File: config.mk
export PLATFORM = sky130hd
export DESIGN_NAME = indexed_array_insert_delete_search
export DESIGN_NICKNAME = d
export VERILOG_FILES = /design/src/rtl/iaids_pkg.sv /design/src/rtl/indexed_array_insert_delete_search.sv /design/src/rtl/iaids_ram.sv /design/src/rtl/iaids_seq.sv
export SDC_FILE = /design/constraint.sdc
export NUM_CORES = 2
export LEC_CHECK = 0
export BUFFER_PORTS_ARGS = -buffer_cell sky130_fd_sc_hd__buf_4
export CORE_ASPECT_RATIO = 2
export CORE_UTILIZATION = 50
export CTS_CLUSTER_DIAMETER = 60
export DETAILED_ROUTE_END_ITERATION = 16
export PLACE_DENSITY_LB_ADDON = 0.3
export SYNTH_ARGS = -nofsm -noshare
export SYNTH_HDL_FRONTEND = slang
export SYNTH_SLANG_ARGS = --single-unit
File: constraint.sdc
create_clock -name clk -period 6.55 [get_ports clk]
set_clock_uncertainty 0.2 [all_clocks]
set_input_delay 1.6375 -clock clk [delete_from_list [all_inputs] [get_ports clk]]
set_output_delay 1.6375 -clock clk [all_outputs]
set_load 0.005 [all_outputs]
File: src/rtl/iaids_pkg.sv
// Package for the indexed array block: sizes, codes, request and response types.
// No dependencies; imported by every module of the block but iaids_ram.
`default_nettype none

package iaids_pkg;

	localparam int CAPACITY = 64;
	localparam int ADDR_W   = $clog2(CAPACITY);
	localparam int CNT_W    = $clog2(CAPACITY + 1);
	localparam int DATA_W   = 32;
	localparam int ACT_W    = 2;
	localparam int POS_W    = 7;
	localparam int FPOS_W   = 6;
	localparam int STAT_W   = 2;

	typedef enum logic [ACT_W-1:0] {
		ACT_VIEW   = 2'd0,
		ACT_INSERT = 2'd1,
		ACT_DELETE = 2'd2,
		ACT_SEARCH = 2'd3
	} action_t;

	typedef enum logic [STAT_W-1:0] {
		ST_OK       = 2'd0,
		ST_BOUNDS   = 2'd1,
		ST_FULL     = 2'd2,
		ST_NOTFOUND = 2'd3
	} status_t;

	typedef enum logic [3:0] {
		S_IDLE,
		S_V_RD,
		S_V_OUT,
		S_I_CHK,
		S_I_WR,
		S_D_CHK,
		S_D_WR,
		S_S_CHK,
		S_S_CMP,
		S_RESP
	} state_t;

	typedef struct packed {
		logic [ACT_W-1:0]         action;
		logic [POS_W-1:0]         position;
		logic signed [DATA_W-1:0] data_value;
	} req_t;

	typedef struct packed {
		logic [STAT_W-1:0]        status;
		logic [FPOS_W-1:0]        found_position;
		logic signed [DATA_W-1:0] entry_value;
		logic [CNT_W-1:0]         entry_count;
		logic                     last_of_run;
	} rsp_t;

endpackage

`default_nettype wire

File: src/rtl/indexed_array_insert_delete_search.sv
// Top level of the indexed array block: sequencer, store and output register.
// Depends on iaids_pkg, iaids_ram and iaids_seq.
//
//   channel | direction | handshake            | payload
//   --------+-----------+----------------------+--------------------------------
//   request | in        | req_valid / req_stall| req  (action, position, value)
//   response| out       | rsp_valid / rsp_stall| rsp  (status, index, value, count, last)
//
// Walks: insert moves each entry from the position up one place, delete moves each entry
// after the position down one place, search compares entries until one matches, view reads
// every entry; a refused insert or delete walks nothing. Insert, delete, search and an
// empty view then hand the response over from a response state, and the sequencer
// returns to idle to take the next request. The store has one write port and one registered
// read port: every moved or compared entry costs a read step and a use step.
// Reset clears the count, the state and the output valid; the store is left as it is, no clearing pass.
// A stalled response holds; during a view the walk waits on the output register.
// No new request is taken until the previous one has handed over its last response.
`default_nettype none

module indexed_array_insert_delete_search import iaids_pkg::*; (
	input  wire logic clk,
	input  wire logic arst_n,
	input  wire logic req_valid,
	output logic      req_stall,
	input  wire req_t req,
	output logic      rsp_valid,
	input  wire logic rsp_stall,
	output rsp_t      rsp
);

	logic              idle;
	logic              req_take;
	logic              res_valid;
	logic              res_take;
	rsp_t              res;
	logic              ram_we, ram_re;
	logic [ADDR_W-1:0] ram_waddr, ram_raddr;
	logic [DATA_W-1:0] ram_wdata, ram_rdata;

	logic rsp_valid_q;
	rsp_t rsp_q;

	// a request enters only when the sequencer is idle
	assign req_stall = !idle;
	assign req_take  = req_valid && idle;

	// output register frees as soon as its content is taken
	assign res_take  = res_valid && (!rsp_valid_q || !rsp_stall);

	iaids_seq u_seq (
		.clk       (clk),
		.arst_n    (arst_n),
		.req_take  (req_take),
		.req_in    (req),
		.idle      (idle),
		.res_valid (res_valid),
		.res_take  (res_take),
		.res       (res),
		.ram_we    (ram_we),
		.ram_waddr (ram_waddr),
		.ram_wdata (ram_wdata),
		.ram_re    (ram_re),
		.ram_raddr (ram_raddr),
		.ram_rdata (ram_rdata)
	);

	iaids_ram #(
		.DEPTH (CAPACITY),
		.WIDTH (DATA_W)
	) u_store (
		.clk   (clk),
		.we    (ram_we),
		.waddr (ram_waddr),
		.wdata (ram_wdata),
		.re    (ram_re),
		.raddr (ram_raddr),
		.rdata (ram_rdata)
	);

	always_ff @(posedge clk or negedge arst_n) begin
		if (!arst_n) begin
			rsp_valid_q <= 1'b0;
		end else if (res_take) begin
			rsp_valid_q <= 1'b1;
		end else if (!rsp_stall) begin
			rsp_valid_q <= 1'b0;
		end
	end

	always_ff @(posedge clk) begin
		if (res_take) begin
			rsp_q <= res;
		end
	end

	assign rsp_valid = rsp_valid_q;
	assign rsp       = rsp_q;

endmodule

`default_nettype wire

File: src/rtl/iaids_ram.sv
// Generic one-write, one-read memory with registered read data.
// No package dependency.
`default_nettype none

module iaids_ram #(
	parameter int DEPTH = 64,
	parameter int WIDTH = 32,
	parameter int AW    = $clog2(DEPTH)
) (
	input  wire logic             clk,
	input  wire logic             we,
	input  wire logic [AW-1:0]    waddr,
	input  wire logic [WIDTH-1:0] wdata,
	input  wire logic             re,
	input  wire logic [AW-1:0]    raddr,
	output logic      [WIDTH-1:0] rdata
);

	logic [WIDTH-1:0] mem [DEPTH];

	always_ff @(posedge clk) begin
		if (we) begin
			mem[waddr] <= wdata;
		end
	end

	always_ff @(posedge clk) begin
		if (re) begin
			rdata <= mem[raddr];
		end
	end

endmodule

`default_nettype wire

File: src/rtl/iaids_seq.sv
// Sequencer for the indexed array: walks the store with one shared pointer
// step and one shared pointer compare. Depends on iaids_pkg.
`default_nettype none

module iaids_seq import iaids_pkg::*; (
	input  wire logic              clk,
	input  wire logic              arst_n,
	input  wire logic              req_take,
	input  wire req_t              req_in,
	output logic                   idle,
	output logic                   res_valid,
	input  wire logic              res_take,
	output rsp_t                   res,
	output logic                   ram_we,
	output logic [ADDR_W-1:0]      ram_waddr,
	output logic [DATA_W-1:0]      ram_wdata,
	output logic                   ram_re,
	output logic [ADDR_W-1:0]      ram_raddr,
	input  wire logic [DATA_W-1:0] ram_rdata
);

	state_t state_q, state_d;

	logic [CNT_W-1:0]  count_q;
	logic [CNT_W-1:0]  ptr_q;
	logic [CNT_W-1:0]  pos_q;
	logic [DATA_W-1:0] val_q;
	status_t           rstat_q;
	logic [FPOS_W-1:0] rfpos_q;

	// shared pointer step and pointer compare, and the data compare
	logic             step_down;
	logic [CNT_W-1:0] ptr_step;
	logic [CNT_W-1:0] cmp_l, cmp_r;
	logic             ptr_eq;
	logic             data_eq;

	logic [CNT_W-1:0] req_pos;
	action_t          req_act;

	assign req_pos = CNT_W'(req_in.position);
	assign req_act = action_t'(req_in.action);

	assign step_down = (state_q == S_I_CHK) || (state_q == S_I_WR);
	assign ptr_step  = step_down ? (ptr_q - CNT_W'(1)) : (ptr_q + CNT_W'(1));
	assign cmp_l     = ((state_q == S_I_CHK) || (state_q == S_S_CHK)) ? ptr_q : ptr_step;
	assign cmp_r     = (state_q == S_I_CHK) ? pos_q : count_q;
	assign ptr_eq    = (cmp_l == cmp_r);
	assign data_eq   = (ram_rdata == val_q);

	// next state
	always_comb begin
		state_d = state_q;
		case (state_q)
			S_IDLE: begin
				if (req_take) begin
					case (req_act)
						ACT_VIEW:   state_d = (count_q == '0) ? S_RESP : S_V_RD;
						ACT_INSERT: begin
							if (req_pos > count_q || count_q == CNT_W'(CAPACITY)) begin
								state_d = S_RESP;
							end else begin
								state_d = S_I_CHK;
							end
						end
						ACT_DELETE: state_d = (req_pos >= count_q) ? S_RESP : S_D_CHK;
						ACT_SEARCH: state_d = S_S_CHK;
						default:    state_d = S_RESP;
					endcase
				end
			end
			S_V_RD:  state_d = S_V_OUT;
			S_V_OUT: begin
				if (res_take) begin
					state_d = ptr_eq ? S_IDLE : S_V_RD;
				end
			end
			S_I_CHK: state_d = ptr_eq ? S_RESP : S_I_WR;
			S_I_WR:  state_d = S_I_CHK;
			S_D_CHK: state_d = ptr_eq ? S_RESP : S_D_WR;
			S_D_WR:  state_d = S_D_CHK;
			S_S_CHK: state_d = ptr_eq ? S_RESP : S_S_CMP;
			S_S_CMP: state_d = data_eq ? S_RESP : S_S_CHK;
			S_RESP:  state_d = res_take ? S_IDLE : S_RESP;
			default: state_d = S_IDLE;
		endcase
	end

	// outputs
	always_comb begin
		idle      = (state_q == S_IDLE);
		res_valid = (state_q == S_RESP) || (state_q == S_V_OUT);
		ram_we    = 1'b0;
		ram_waddr = ptr_q[ADDR_W-1:0];
		ram_wdata = ram_rdata;
		ram_re    = 1'b0;
		ram_raddr = ptr_q[ADDR_W-1:0];
		res.status         = rstat_q;
		res.found_position = rfpos_q;
		res.entry_value    = '0;
		res.entry_count    = count_q;
		res.last_of_run    = 1'b1;
		case (state_q)
			S_V_RD:  ram_re = 1'b1;
			S_V_OUT: begin
				res.status         = ST_OK;
				res.found_position = ptr_q[FPOS_W-1:0];
				res.entry_value    = ram_rdata;
				res.last_of_run    = ptr_eq;
			end
			S_I_CHK: begin
				if (ptr_eq) begin
					ram_we    = 1'b1;
					ram_waddr = pos_q[ADDR_W-1:0];
					ram_wdata = val_q;
				end else begin
					ram_re    = 1'b1;
					ram_raddr = ptr_step[ADDR_W-1:0];
				end
			end
			S_D_CHK: begin
				ram_re    = !ptr_eq;
				ram_raddr = ptr_step[ADDR_W-1:0];
			end
			S_I_WR, S_D_WR: ram_we = 1'b1;
			S_S_CHK: ram_re = !ptr_eq;
			default: ;
		endcase
	end

	always_ff @(posedge clk or negedge arst_n) begin
		if (!arst_n) begin
			state_q <= S_IDLE;
			count_q <= '0;
		end else begin
			state_q <= state_d;
			if (state_q == S_I_CHK && ptr_eq) begin
				count_q <= count_q + CNT_W'(1);
			end else if (state_q == S_D_CHK && ptr_eq) begin
				count_q <= count_q - CNT_W'(1);
			end
		end
	end

	// payload registers
	always_ff @(posedge clk) begin
		case (state_q)
			S_IDLE: begin
				if (req_take) begin
					pos_q   <= req_pos;
					val_q   <= req_in.data_value;
					rfpos_q <= '0;
					rstat_q <= ST_OK;
					case (req_act)
						ACT_INSERT: begin
							ptr_q <= count_q;
							if (req_pos > count_q) begin
								rstat_q <= ST_BOUNDS;
							end else if (count_q == CNT_W'(CAPACITY)) begin
								rstat_q <= ST_FULL;
							end
						end
						ACT_DELETE: begin
							ptr_q <= req_pos;
							if (req_pos >= count_q) begin
								rstat_q <= ST_BOUNDS;
							end
						end
						default: ptr_q <= '0;
					endcase
				end
			end
			S_V_OUT: if (res_take) ptr_q <= ptr_step;
			S_I_WR, S_D_WR: ptr_q <= ptr_step;
			S_S_CHK: if (ptr_eq) rstat_q <= ST_NOTFOUND;
			S_S_CMP: begin
				if (data_eq) begin
					rfpos_q <= ptr_q[FPOS_W-1:0];
				end else begin
					ptr_q <= ptr_step;
				end
			end
			default: ;
		endcase
	end

endmodule

`default_nettype wire

# Yosys cells after proc, flatten, opt, wreduce, memory -nomap -nowiden
# Memories as Yosys holds them, arrays and structs flattened. A register that Yosys moved wholly into a read port is not among the register bits.
# Cells that the tools add are included.
# totals
word_cells	116
ram_bits	2048
inputBits	45
reg_bits	114
memories	1
# mem_list
memory	depth	word_bits	read_ports	rd_clocked_by_memory_dff	write_ports	line	text
u_store.mem	64	32	1	1	1	iaids_ram.sv:19	logic [WIDTH-1:0] mem [DEPTH];
# classes
n_mux	48
n_eq_ne	21
add_sub_neg	4
n_reduce_logical	27
n_lt_le_gt_ge	2
# op_table
cell	count
32-bit 2-to-1 mux	2
7-bit 2-to-1 mux	8
4-bit case mux with 10 select lines	1
38-bit 2-to-1 mux	1
4-bit 2-to-1 mux	9
32-bit == test	1
6-bit 2-to-1 mux	5
7-bit case mux with 4 select lines	1
6-bit case mux with 2 select lines	2
4-bit by 3-bit == test with 1-bit output, second input constant	4
4-bit case mux with 4 select lines	1
7-bit by 1-bit adder with 7-bit output, second input constant	2
7-bit case mux with 2 select lines	1
7-bit by 1-bit subtractor with 7-bit output, second input constant	2
2-bit by 1-bit != test with 1-bit output, second input constant	5
1-bit 2-to-1 mux	9
4-bit by 2-bit == test with 1-bit output, second input constant	2
4-bit == test, second input constant	2
2-bit 2-to-1 mux	4
2-bit case mux with 2 select lines	2
7-bit == test	1
7-bit == test, second input constant	1
7-bit >= comparator	1
7-bit greater-than comparator	1
other kinds (18)	34

# Longest topological paths before layout
# logic_depth
word_depth	9
ltp_mapped	22
mapped_depth_nobuf	18

# Modules after synthesis
# A second synthesis with hierarchy kept.
# unflattened
hier_cells	3828
hier_area_um2	85035.3
# by_module_without_submodules
module	n_inst	cells_each	area_per_inst_um2	seq_area_each_um2
iaids_ram	1	3324	78835.6	62459.9
iaids_seq	1	451	4704.5	1896.8
indexed_array_insert_delete_search	1	53	1495.2	1466.4

# Least setup slack after synthesis
# Ideal clock, no wire load.
# synth_timing
kind	flip-flop to flip-flop
start	register u_seq.ptr_q[0]
end	memory u_store.mem[31][0] (enable)
path_stages_with_launch	20
required_ns	5.929
t_arrival_ns	5.946
n_path_buf	8
setup_ns	0.421
slack_ns	-0.018
cell_sequence	edfxtp_1 > buf_1 > inv_1 > clkbuf_1 > clkbuf_1 > buf_1 > fa_1 > and3b_1 > or3_1 > a31oi_1 > xnor2_1 > and3_4 > buf_6 > buf_2 > clkbuf_1 > clkbuf_1 > a31oi_1 > nor2b_1 > nand3_1 > nor2_1
# synth_via
elab_chain_cells	8
word_cells_on_any_way	11
# synth_rtl
element	line	text
start, declared	iaids_seq.sv:25	logic [CNT_W-1:0] ptr_q;
start signal, assigned	iaids_seq.sv:156	ptr_q <= count_q;
start signal, assigned	iaids_seq.sv:164	ptr_q <= req_pos;
start signal, assigned	iaids_seq.sv:173	S_V_OUT: if (res_take) ptr_q <= ptr_step;
7-bit by 1-bit adder with 7-bit output or 7-bit by 1-bit subtractor with 7-bit output (tied branches)	iaids_seq.sv:45	assign ptr_step = step_down ? (ptr_q - CNT_W'(1)) : (ptr_q + CNT_W'(1));
7-bit 2-to-1 mux	iaids_seq.sv:45	
7-bit 2-to-1 mux	iaids_seq.sv:46	assign cmp_l = ((state_q == S_I_CHK) || (state_q == S_S_CHK)) ? ptr_q : ptr_step;
7-bit == test	iaids_seq.sv:48	assign ptr_eq = (cmp_l == cmp_r);
1-bit 2-to-1 mux	iaids_seq.sv:112	if (ptr_eq) begin
1-bit case mux with 2 select lines	iaids_seq.sv:103	case (state_q)
1-bit 2-to-1 mux	iaids_ram.sv:22	if (we) begin
1-bit 2-to-1 mux (not written as such)	iaids_ram.sv:23	mem[waddr] <= wdata;
end, declared	iaids_ram.sv:19	
# Parallel ways exist; a longest one is shown, timed or not.

# Final worst setup path
# layout_timing
start	register u_seq.state_q[3]
end	register u_store.rdata[12] (read register of u_store.mem), data pin
# layout_via
elab_chain_cells	7
word_cells_on_any_way	17
# layout_rtl
element	line	text
start, declared	iaids_seq.sv:22	state_t state_q, state_d;
start signal, assigned	iaids_seq.sv:136	state_q <= state_d;
4-bit by 2-bit == test with 1-bit output or 4-bit by 3-bit == test with 1-bit output (tied branches)	n/a	
1-bit logical OR	iaids_seq.sv:44	assign step_down = (state_q == S_I_CHK) || (state_q == S_I_WR);
7-bit 2-to-1 mux	iaids_seq.sv:45	
7-bit 2-to-1 mux	iaids_seq.sv:46	
7-bit == test	iaids_seq.sv:48	
1-bit 2-to-1 mux (tied with other cells)	iaids_seq.sv:112	
1-bit case mux with 3 select lines or 6-bit case mux with 2 select lines (tied branches)	iaids_seq.sv:103	
end, declared	iaids_ram.sv:16	output logic [WIDTH-1:0] rdata
# Parallel ways exist; a longest one is shown, timed or not.
# A chain may end at the register's enable or synchronous reset.

==> reports/results.ini <==
[pwr]
power_density_mw_per_mm2 = 582.1
peakVddDrop_mv = 0.4511
leakage_uw = 0.03353

[synth]
synth_seq_cells = 2194
syn_inst = 6006
synth_top_area_cell = edfxtp_1
synth.most_common_cell = edfxtp_1
synthesis.nets = 6076
yosysTopAreaCellShare_pct = 73.59
synth-edff-count = 2182
ys.warnings.count = 0
syn_avg_cell_area_sq_um = 14.82
synth_ff_type = edfxtp_1
synth_area_leaders = edfxtp_1, a211oi_1, nand2_1, and3_1, nor2_1
ys_async_sr_fraction_pct = 0.5469
synth.distinct_cells = 102
synth_common_cells = edfxtp_1, nand2_1, a211oi_1
netlist_area_sq_mm = 0.08904
ys_seq_area_share_pct = 73.93

[global_routing]
overflow = 0
grt_antenna_before_repair = 16
grt_usage_pct = 41.43
grt_pass1_wl_um = 504700
grt_max_degree = 94
grt_pass1_vias = 61790

[worst_setup_path]
cp.arrival_ps = 6990
r2r_setup_slack_ps = 100
crit_type = reg2reg
r2r_start = u_seq.state_q[3]
r2r_end = u_store.rdata[12]
path_max_fanout = 74
reg2reg_depth = 18
cp-start-kind = register
critPathRequiredTime_ps = 7090
end_kind = register

[timing]
max_freq_ghz = 0.1551
setup_viol_count_final = 0
rsz0062_at_grt = no
timing.final.crit_share_pct = 98.45
slew_viol_final = 0
max_slew_margin_pct = 1.239
period_needed_ps = 6449
hold_viol = 0
worst_slew_pin_slew_ps = 1444

[cells_and_area]
final_cell_area_sq_mm = 0.1022
finalNetCount = 6382
final_core_util_pct = 57.93
drive_above_1_share_pct = 16.54
syn_to_final_growth_pct = 14.83

[placement]
dpl_cell_area_sq_mm = 0.09625
gp_congestion = 0.9602
port_buffers = 94
dp_hpwl_um = 227800

[routing]
drt_iter0_markers = 10860
antenna_left = 0
wire_per_inst_um = 42.75
vias = 64370
drtPass1Iterations = 8
drc = 0
viasPerCell = 7.334
routed_wl_um = 375200

[worst_hold_path]
worst_hold_startpoint = u_seq.rstat_q[1]
hold-path-endpoint = rsp[47]
worstHoldPathCells = 1
holdCritPathClass = reg2reg

[clock_network]
insertion_delay_ps = 910
htreeDepth = 4
cts_setup_buffers = 0
clock_sinks = 2194
tritoncts = done
numCtsBuffers = 185
ctsHoldBuffers = 0
clockBufferDepth = 4
clk_pin_slew_ps = 70
cts_root_buffer = clkbuf_16

[floorplan]
start_util_pct = 50.45
fp-row-count = 218
num_io_pins = 95
core_sq_mm = 0.1765
die_h_um = 598.8
die_w_um = 300.4
die-area_sq_mm = 0.1799

[run_status]
outcome = finished, violations left
failed_checks = max-capacitance violations

[flow_run]
maxCapViolations = 1

==> layer usage <==
metal	track usage (%)	vias to the layer above	routed length, um
met2	63.83	6040	169100
met5	0	-	45
met4	41.76	6	47310
li1	-	24620	-
met1	45.35	31760	110200
met3	11.18	1944	48530
==> timing repair <==
item,4_1_cts,5_1_grt
setup endpoints to repair,2,5
resized for setup,3,9
endpoints found under the hold margin,0,0
==> final cells by class <==
class / count / area, sq um
fill: 13390 / 74240
sequential: 2194 / 65820
multi-input combinational: 3285 / 21740
timing repair buffer: 594 / 5663
clock buffer: 219 / 4821
tap: 2310 / 2890
clock inverter: 107 / 1061
inverter: 52 / 195.2
antenna: 16 / 40.04
==> report_power, final <==
part	internal, uW	switching (uW)	leakage [uW]	total, uW
registers	18300	759	0.0198	19100
logic	8410	20800	0.0109	29200
clock network	6050	5190	0.00287	11200
total	32800	26700	0.0335	59500
==> cells by family (layout without fill, tap and decap cells) <==
| family | Yosys count | in the layout | synth area share [%] |
|---|---|---|---|
| AOI/OAI and AO/OA | 1525 | 1525 | 12.27 |
| other | 0 | 16 | 0 |
| muxes | 131 | 131 | 1.513 |
| xor gates and xnor gates | 53 | 53 | 0.5214 |
| DFF | 2194 | 2194 | 73.93 |
| buffers and inverters | 527 | 972 | 2.656 |
| and+or+nand+nor | 1551 | 1551 | 8.744 |
| adders and majority gates | 25 | 25 | 0.3682 |
==> worst max-delay path: stages, from the launching register on <==
cell and delay, ps:
dfrtp_1 390, or4b_4 580, nand2_2 220, inv_2 70
fa_1 430, and3b_1 290, o31a_1 230, mux2i_1 300
o2111a_1 310, nand3_4 290, buf_4 330, nand3_4 100
buf_12 470, nand2_1 200, a2111oi_0 930, a22o_1 260
a2111oi_1 50, clkdlybuf4s18_2 290, a41oi_1 170
==> state kept, by name (all words and copies together) (netlist names) <==
name	cells
u_seq.rfpos_q	6
rsp_valid	1
u_store.rdata	32
rsp	48
u_seq.ptr_q	7
u_store.mem	2048
u_seq.val_q	32
u_seq.rstat_q	2
u_seq.state_q	4
u_seq.pos_q	7
u_seq.count_q	7
==> cells in the final DEF, fill, tap and decap left out, types with 66 or more instances in the layout <==
cell / instances
a211oi_1: 294
a21oi_1: 170
a31oi_1: 123
and3_1: 274
buf_12: 96
buf_4: 497
clkbuf_16: 188
edfxtp_1: 2182
mux2i_1: 101
nand2_1: 437
nand3_1: 161
nor2_1: 214
nor2_4: 66
nor4_1: 70
o21ai_0: 205
o221ai_1: 99
o22ai_1: 91
==> worst max path at each step <==
| stage | startpoint | endpoint | cells after the start |
|---|---|---|---|
| finish | u_seq.state_q[3] | u_store.rdata[12] | 18 |
| floorplan | u_seq.ptr_q[0] | u_store.mem[31][0] | 19 |
| global placement | u_seq.state_q[3] | u_store.rdata[11] | 18 |
| global route | u_seq.state_q[3] | u_store.rdata[30] | 18 |
| detailed placement | u_seq.state_q[3] | u_store.rdata[11] | 18 |
| CTS | u_seq.state_q[3] | u_store.rdata[11] | 18 |
==> metrics by stage <==
| step | power (uW) | instances | hold WS [ps] | TNS, ps | worst slack, ps |
|---|---|---|---|---|---|
| 5_1_grt | 59890 | 8764 | 369.3 | 0 | 62.79 |
| 3_5_place_dp | 46850 | 8435 | 341.0 | -380.2 | -229.9 |
| 6_report | 59510 | 8777 | 349.5 | 0 | 101.4 |
| 4_1_cts | 57840 | 8761 | 358.3 | 0 | 44.98 |
| 2_1_floorplan | 32480 | 6006 | 309.1 | -3294 | -17.64 |
| 3_3_place_gp | 46520 | 8434 | 318.0 | -421.8 | -180.0 |
No activity file was read; power rests on OpenSTA's default activity.
